### src/sv/crsfr_pkg.sv
// ----------------------------------------------------------------------------
// crsfr_pkg
// Shared constants, CRC-8 step function and counter store request struct for
// the frame receiver.
// ----------------------------------------------------------------------------
package crsfr_pkg;

   localparam int unsigned TYPE_ENTRIES = 256;
   localparam int unsigned TYPE_AW      = $clog2(TYPE_ENTRIES);
   localparam int unsigned BYTE_W       = 8;
   localparam int unsigned CSR_IDX_W    = 2;

   localparam logic [BYTE_W-1:0] CRC_POLY   = 8'hD5;
   localparam logic [BYTE_W-1:0] MIN_LENGTH = 8'd2;

   localparam logic [BYTE_W-1:0] SYNC_RESET    = 8'd200;
   localparam logic [BYTE_W-1:0] MAXLEN_RESET  = 8'd64;
   localparam logic [BYTE_W-1:0] CHTYPE_RESET  = 8'h16;

   localparam logic [CSR_IDX_W-1:0] CSR_SYNC_VALUE   = 2'd0;
   localparam logic [CSR_IDX_W-1:0] CSR_MAX_LENGTH   = 2'd1;
   localparam logic [CSR_IDX_W-1:0] CSR_CHANNEL_TYPE = 2'd2;

   typedef struct packed {
      logic               rd_en;
      logic [TYPE_AW-1:0] rd_addr;
      logic               wr_en;
      logic [TYPE_AW-1:0] wr_addr;
      logic [BYTE_W-1:0]  wr_data;
   } cnt_req_type;

   // one byte of CRC-8, MSB first
   function automatic logic [BYTE_W-1:0] crc8_update(input logic [BYTE_W-1:0] crc,
                                                     input logic [BYTE_W-1:0] data);
      logic [BYTE_W-1:0] v;
      v = crc ^ data;
      for (int k = 0; k < BYTE_W; k++) begin
         if (v[BYTE_W-1]) begin
            v = {v[BYTE_W-2:0], 1'b0} ^ CRC_POLY;
         end else begin
            v = {v[BYTE_W-2:0], 1'b0};
         end
      end
      return v;
   endfunction

endpackage

### src/sv/crsfr_count_store.sv
// ----------------------------------------------------------------------------
// crsfr_count_store
// Per-type frame counters: one synchronous RAM with registered read and a
// row of valid flags so that never-written entries read as zero.
// ----------------------------------------------------------------------------
module crsfr_count_store (
   input  logic                                clock,
   input  logic                                reset,
   input  crsfr_pkg::cnt_req_type              req,
   output logic [crsfr_pkg::BYTE_W-1:0]        rd_data
);

   logic [crsfr_pkg::BYTE_W-1:0] count_mem_ff [crsfr_pkg::TYPE_ENTRIES];
   logic [crsfr_pkg::TYPE_ENTRIES-1:0] valid_ff;
   logic [crsfr_pkg::BYTE_W-1:0] rd_raw_ff;
   logic                         rd_valid_ff;

   always_ff @(posedge clock) begin
      if (req.wr_en) begin
         count_mem_ff[req.wr_addr] <= req.wr_data;
      end
      if (req.rd_en) begin
         rd_raw_ff <= count_mem_ff[req.rd_addr];
      end
   end

   always_ff @(posedge clock) begin
      if (reset) begin
         valid_ff    <= '0;
         rd_valid_ff <= 1'b0;
      end else begin
         if (req.wr_en) begin
            valid_ff[req.wr_addr] <= 1'b1;
         end
         if (req.rd_en) begin
            rd_valid_ff <= valid_ff[req.rd_addr];
         end
      end
   end

   assign rd_data = rd_valid_ff ? rd_raw_ff : '0;

endmodule

### src/sv/crsf_frame_receiver_crc8.sv
// ----------------------------------------------------------------------------
// crsf_frame_receiver_crc8
// Flow: the edge taking the CRC byte issues the counter read (stage 1); the
// increment, write-back and result word register follow as stage 1 advances.
// Throughput: one byte per clock while req_ready is high; the counter RAM
// port sets the read-modify-write; frame ends are at least four bytes apart.
// Reset: sync hunting, registers to defaults, all 256 counters read as zero
// at once through cleared valid flags; no clearing pass.
// ----------------------------------------------------------------------------
module crsf_frame_receiver_crc8 (
   input  logic                                  clock,
   input  logic                                  reset,

   input  logic                                  req_valid,
   output logic                                  req_ready,
   input  logic [crsfr_pkg::BYTE_W-1:0]          req_rx_byte,

   output logic                                  rsp_valid,
   input  logic                                  rsp_ready,
   output logic [crsfr_pkg::BYTE_W-1:0]          rsp_frame_type,
   output logic [crsfr_pkg::BYTE_W-1:0]          rsp_frame_length,
   output logic                                  rsp_crc_ok,
   output logic [crsfr_pkg::BYTE_W-1:0]          rsp_type_count,
   output logic                                  rsp_counted,

   input  logic                                  csr_we,
   input  logic [crsfr_pkg::CSR_IDX_W-1:0]       csr_index,
   input  logic [crsfr_pkg::BYTE_W-1:0]          csr_wdata
);

   typedef enum logic [1:0] {
      PH_HUNT,
      PH_LEN,
      PH_TYPE,
      PH_BODY
   } phase_type;

   phase_type                     phase_ff, phase_in;
   logic [crsfr_pkg::BYTE_W-1:0]  pos_ff, pos_in;
   logic [crsfr_pkg::BYTE_W-1:0]  len_ff, len_in;
   logic [crsfr_pkg::BYTE_W-1:0]  type_ff, type_in;
   logic [crsfr_pkg::BYTE_W-1:0]  crc_ff, crc_in;

   logic [crsfr_pkg::BYTE_W-1:0]  sync_ff, maxlen_ff, chtype_ff;

   logic                          s1_valid_ff;
   logic [crsfr_pkg::BYTE_W-1:0]  s1_type_ff, s1_len_ff;
   logic                          s1_ok_ff, s1_cnt_ff;

   logic                          rsp_valid_ff;
   logic [crsfr_pkg::BYTE_W-1:0]  rsp_type_ff, rsp_len_ff, rsp_count_ff;
   logic                          rsp_ok_ff, rsp_cnt_ff;

   logic                          accept;
   logic                          frame_end;
   logic                          s1_adv;
   logic                          ok_now;
   logic [crsfr_pkg::BYTE_W-1:0]  count_rd;
   logic [crsfr_pkg::BYTE_W-1:0]  count_new;
   crsfr_pkg::cnt_req_type        cnt_req;

   assign s1_adv    = s1_valid_ff && (!rsp_valid_ff || rsp_ready);
   assign req_ready = !s1_valid_ff || s1_adv;
   assign accept    = req_valid && req_ready;
   assign ok_now    = (crc_ff == req_rx_byte);

   // parser next state
   always_comb begin
      phase_in  = phase_ff;
      pos_in    = pos_ff;
      len_in    = len_ff;
      type_in   = type_ff;
      crc_in    = crc_ff;
      frame_end = 1'b0;
      unique case (phase_ff)
         PH_HUNT: begin
            if (req_rx_byte == sync_ff) begin
               phase_in = PH_LEN;
            end
         end
         PH_LEN: begin
            if (req_rx_byte < crsfr_pkg::MIN_LENGTH || req_rx_byte > maxlen_ff) begin
               phase_in = PH_HUNT;
            end else begin
               len_in   = req_rx_byte;
               phase_in = PH_TYPE;
            end
         end
         PH_TYPE: begin
            type_in  = req_rx_byte;
            crc_in   = crsfr_pkg::crc8_update('0, req_rx_byte);
            pos_in   = '0;
            phase_in = PH_BODY;
         end
         PH_BODY: begin
            if ({1'b0, pos_ff} + {1'b0, crsfr_pkg::MIN_LENGTH} != {1'b0, len_ff}) begin
               crc_in = crsfr_pkg::crc8_update(crc_ff, req_rx_byte);
               pos_in = pos_ff + 8'd1;
            end else begin
               frame_end = 1'b1;
               pos_in    = '0;
               phase_in  = PH_HUNT;
            end
         end
         default: begin
            phase_in = PH_HUNT;
         end
      endcase
   end

   always_ff @(posedge clock) begin
      if (reset) begin
         phase_ff <= PH_HUNT;
         pos_ff   <= '0;
         len_ff   <= '0;
         type_ff  <= '0;
         crc_ff   <= '0;
      end else if (accept) begin
         phase_ff <= phase_in;
         pos_ff   <= pos_in;
         len_ff   <= len_in;
         type_ff  <= type_in;
         crc_ff   <= crc_in;
      end
   end

   always_ff @(posedge clock) begin
      if (reset) begin
         sync_ff   <= crsfr_pkg::SYNC_RESET;
         maxlen_ff <= crsfr_pkg::MAXLEN_RESET;
         chtype_ff <= crsfr_pkg::CHTYPE_RESET;
      end else if (csr_we) begin
         unique case (csr_index)
            crsfr_pkg::CSR_SYNC_VALUE:   sync_ff   <= csr_wdata;
            crsfr_pkg::CSR_MAX_LENGTH:   maxlen_ff <= csr_wdata;
            crsfr_pkg::CSR_CHANNEL_TYPE: chtype_ff <= csr_wdata;
            default: ;
         endcase
      end
   end

   // stage 1: counter read in flight
   always_ff @(posedge clock) begin
      if (reset) begin
         s1_valid_ff <= 1'b0;
      end else if (accept && frame_end) begin
         s1_valid_ff <= 1'b1;
      end else if (s1_adv) begin
         s1_valid_ff <= 1'b0;
      end
   end

   always_ff @(posedge clock) begin
      if (accept && frame_end) begin
         s1_type_ff <= type_ff;
         s1_len_ff  <= len_ff;
         s1_ok_ff   <= ok_now;
         s1_cnt_ff  <= ok_now && (type_ff != chtype_ff);
      end
   end

   assign count_new = count_rd + 8'd1;

   always_comb begin
      cnt_req.rd_en   = accept && frame_end;
      cnt_req.rd_addr = type_ff[crsfr_pkg::TYPE_AW-1:0];
      cnt_req.wr_en   = s1_adv && s1_cnt_ff;
      cnt_req.wr_addr = s1_type_ff[crsfr_pkg::TYPE_AW-1:0];
      cnt_req.wr_data = count_new;
   end

   crsfr_count_store u_count_store (
      .clock   (clock),
      .reset   (reset),
      .req     (cnt_req),
      .rd_data (count_rd)
   );

   // result word register
   always_ff @(posedge clock) begin
      if (reset) begin
         rsp_valid_ff <= 1'b0;
      end else if (s1_adv) begin
         rsp_valid_ff <= 1'b1;
      end else if (rsp_ready) begin
         rsp_valid_ff <= 1'b0;
      end
   end

   always_ff @(posedge clock) begin
      if (s1_adv) begin
         rsp_type_ff  <= s1_type_ff;
         rsp_len_ff   <= s1_len_ff;
         rsp_ok_ff    <= s1_ok_ff;
         rsp_cnt_ff   <= s1_cnt_ff;
         rsp_count_ff <= s1_cnt_ff ? count_new : '0;
      end
   end

   assign rsp_valid        = rsp_valid_ff;
   assign rsp_frame_type   = rsp_type_ff;
   assign rsp_frame_length = rsp_len_ff;
   assign rsp_crc_ok       = rsp_ok_ff;
   assign rsp_type_count   = rsp_count_ff;
   assign rsp_counted      = rsp_cnt_ff;

endmodule
### config.mk
export PLATFORM = sky130hd
export DESIGN_NAME = crsf_frame_receiver_crc8
export DESIGN_NICKNAME = d
export VERILOG_FILES = /design/src/sv/crsfr_pkg.sv /design/src/sv/crsfr_count_store.sv /design/src/sv/crsf_frame_receiver_crc8.sv
export SDC_FILE = /design/constraint.sdc
export NUM_CORES = 2
export LEC_CHECK = 0
export BUFFER_PORTS_ARGS = -buffer_cell sky130_fd_sc_hd__buf_2
export CAP_MARGIN = 5
export CORE_MARGIN = 2
export CORE_UTILIZATION = 57
export DETAILED_ROUTE_END_ITERATION = 6
export HOLD_SLACK_MARGIN = 0.1
export MAX_ROUTING_LAYER = met4
export PLACE_DENSITY = 0.76
export SYNTH_ARGS = -nofsm -noshare
export SYNTH_HDL_FRONTEND = slang
export SYNTH_SLANG_ARGS = --single-unit
### constraint.sdc
create_clock -name clock -period 17.85 [get_ports clock]
set_clock_uncertainty 0.15 [all_clocks]
set_input_delay 1.785 -clock clock [delete_from_list [all_inputs] [get_ports clock]]
set_output_delay 1.785 -clock clock [all_outputs]
set_load 0.005 [all_outputs]
==> impl_metrics.yaml <==
status:
  status: "finished, final reports clean"
grt:
  overflow: 0
  grt_usage: 0.276
  grt_pass1_vias: 47103
  grt_max_degree: 163
  grt_pass1_wl_um: 324000
  antenna_found_initial: 11
power:
  pwr-share-clk: 0.442
  power.density_nw_per_um2: 106
  switching_share: 0.194
  seq_power_share: 0.553
  comb_power_share: 0.006
  switchingPower_mw: 2.12
  power_leakage_nw: 35.4
  peakVddDrop_mv: 0.0951
  p_int_mw: 8.82
timing:
  period_share: 0.325
  fmax_mhz: 172
  min_period_ps: 5810
  rsz0062_at_grt: "no"
  relSlewSlack: 0.131
  slew_viol_final: 0
  final_hold_viol_count: 0
  tightest_slew_ps: 1300
  final.setup.tns_ps: 0
  setup_ws_ps: 12040
  setup_viol: 0
placed_design:
  hpwlAfterDp_um: 131000
  dpl.cell_count: 6824
  gp_congestion: 0.870
  portBuffers: 50
  place_ws_ps: 12160
layout:
  area_growth_pct: 10.7
  stdcell_count: 7256
  utilization: 0.635
  drive_above_1_share: 0.235
  largest_reg_flops: 2048
  regMostFlops: "u_count_store.count_mem_ff"
  largestRegisters: "u_count_store.count_mem_ff: 2048 flops, u_count_store.valid_ff: 256 flops"
  num-nets-final: 4911
hold_path:
  worstHoldPathCells: 0
  hold_start: "s1_len_ff[4]$_DFFE_PP_"
  worstHoldEndpoint: "rsp_frame_length[4]$_DFFE_PP_"
  hp-class: "reg2reg"
critical_path:
  cp.arrival_ps: 6260
  r2r_cells: 8
  regToRegSetupSlack_ps: 12040
  r2r-start: "type_ff[1]$_SDFFE_PP0P_"
  cp.required_ps: 18300
  crit_type: "reg2reg"
  r2r-end: "u_count_store.rd_raw_ff[4]$_DFFE_PP_"
  end_kind: "flip-flop"
  cp_max_fo: 162
  start_kind: "flip-flop"
drt:
  drt_iter0_drc: 7398
  via_per_inst: 6.56
  wl_per_cell_um: 30.6
  drtAntennaViolNets: 0
  wirelength_um: 222000
  post-route-drc-count: 0
  num_vias: 47630
  drt-pass1-iter-count: 6
yosys:
  netlist_area_sq_um: 93400
  seq_area_frac_synth: 0.743
  synthCells: 4795
  synth-main-ff-cell: "edfxtp_1"
  avgSynthCellArea_sq_um: 19.5
  async_flop_share: 0
  synth_edf_count: 2100
  yosys_warnings: 0
  synth_cell_type_count: 58
  synth_nets: 4831
  synth_seq_cells: 2417
clock_tree:
  cts_sinks: 2417
  cts_hold_buf: 0
  cts.reportedPaths.clkPinSlew_ps: 70
  clk_latency_ps: 880
  h-tree-depth: 4
  root_buffer: "clkbuf_16"
  postCtsResizedCells: 0
  clk_path_buf_depth: 3
  cts_setup_buffers: 0
  cts_made_buffers: 224
  cts_tree: "yes"
floorplan:
  initial_core_util: 0.574
  die_w_um: 409
  rows: 148
  die_y_um: 409
  floorplan.die_area_sq_um: 167000
  io_pins: 51
  core-area_sq_um: 163000
flow_run:
  maxCapViolations: 0
layout by cell type (no fill, tap or decap), types with 19 or more instances in the layout:
master	n
a21oi_1	40
a22o_1	19
a22oi_1	60
buf_2	49
buf_4	72
bufinv_16	20
clkbuf_1	53
clkbuf_16	231
clkbuf_8	22
clkinv_1	34
clkinv_2	49
dfxtp_1	312
edfxtp_1	2100
inv_1	21
mux2i_1	62
mux4_2	679
nand2_1	66
nand3_1	31
nor2_1	801
nor2b_1	19
o21ai_0	26
o21ba_2	22
xnor2_1	46
xor2_1	26
layout make-up:
cell class,instances,area [sq um]
clock inverter,121,1180
multi-input combinational,2085,22800
tap,2175,2720
fill,10523,59400
clock buffer,306,6280
timing repair buffer,126,881
sequential,2417,69400
inverter,21,78.8
antenna,5,12.5
worst max-delay path, stage by stage (launching register included):
cell	delay, ps
dfxtp_4	1050
buf_4	800
buf_12	690
mux4_2	460
mux4_2	500
a22oi_1	550
nand2_1	320
a22oi_1	540
nand3b_1	120
how the worst max path moves through the flow:
stage	startpoint	endpoint	slack [ps]	depth (start not counted)
6_report	type_ff[1]$_SDFFE_PP0P_	u_count_store.rd_raw_ff[4]$_DFFE_PP_	12040	8
5_1_grt	type_ff[0]$_SDFFE_PP0P_	u_count_store.rd_raw_ff[4]$_DFFE_PP_	11900	8
4_1_cts	type_ff[1]$_SDFFE_PP0P_	u_count_store.rd_valid_ff$_SDFFE_PP0P_	12140	9
3_5_place_dp	type_ff[0]$_SDFFE_PP0P_	u_count_store.rd_raw_ff[4]$_DFFE_PP_	12160	8
3_3_place_gp	type_ff[0]$_SDFFE_PP0P_	u_count_store.rd_raw_ff[4]$_DFFE_PP_	12190	8
2_1_floorplan	u_count_store.rd_raw_ff[0]$_DFFE_PP_	u_count_store.count_mem_ff[0][6]$_DFFE_PP_	1110	6
cells in the mapped netlist, types with 6 or more instances:
library cell | instances | area (sq um)
mux2i_1 | 62 | 621
and2_1 | 16 | 100
nor4_1 | 9 | 56.3
o21ai_0 | 26 | 130
buf_1 | 29 | 109
a21oi_1 | 40 | 200
ha_1 | 13 | 163
and3_1 | 9 | 56.3
buf_2 | 83 | 415
xor2_1 | 26 | 228
a22o_1 | 19 | 166
nand4_1 | 10 | 62.6
buf_4 | 11 | 82.6
o221ai_1 | 6 | 52.6
a221oi_1 | 7 | 61.3
dfxtp_1 | 317 | 6350
nor2b_1 | 22 | 138
clkbuf_1 | 147 | 552
a211o_1 | 9 | 78.8
nand2_1 | 67 | 251
inv_1 | 21 | 78.8
a22oi_1 | 60 | 450
o21ba_2 | 22 | 220
a31oi_1 | 8 | 50.1
nor2_1 | 802 | 3010
mux2_2 | 9 | 101
mux4_2 | 679 | 15300
a211oi_1 | 8 | 60.1
edfxtp_1 | 2100 | 63100
nand2b_1 | 8 | 50.1
nand3_1 | 32 | 160
nor3_1 | 11 | 55.1
xnor2_1 | 47 | 412
nand3b_1 | 12 | 90.1
metrics by stage:
step / instance area (sq um) / total power, mW / hold WS (ps)
2_1_floorplan: 93400 / 6.22 / 250
3_3_place_gp: 95900 / 6.23 / 257
3_5_place_dp: 95900 / 6.23 / 255
4_1_cts: 103000 / 11.0 / 269
5_1_grt: 103000 / 11.2 / 276
6_report: 103000 / 10.9 / 269
logic make-up after synthesis:
group                      Yosys count  share of synthesized area
buffers and inverters              293                     0.0135
muxes                              750                      0.172
xor gates and xnor gates            74                    0.00709
DFF                               2417                      0.743
AOI/OAI and AO/OA                  242                     0.0190
and+or+nand+nor                   1006                     0.0438
adders and majority gates           13                    0.00174
power by group through the flow:
stage	clock [mW]	sequential, mW	combinational, mW
global placement	0	6.17	0.0594
detailed placement	0	6.17	0.0604
floorplan	0	6.17	0.0461
CTS	4.87	6.05	0.0611
finish	4.83	6.05	0.0614
global route	5.07	6.05	0.0672
metal layers:
layer	up-vias	track usage	share of wire	wire, um
li1	19361	-	-	-
met1	24780	0.381	0.37	82400
met2	3014	0.412	0.48	107000
met3	475	0.0574	0.11	24300
met4	0	0.102	0.038	8320
met5	-	-	0	0
Power figures use the tool's default switching activity.
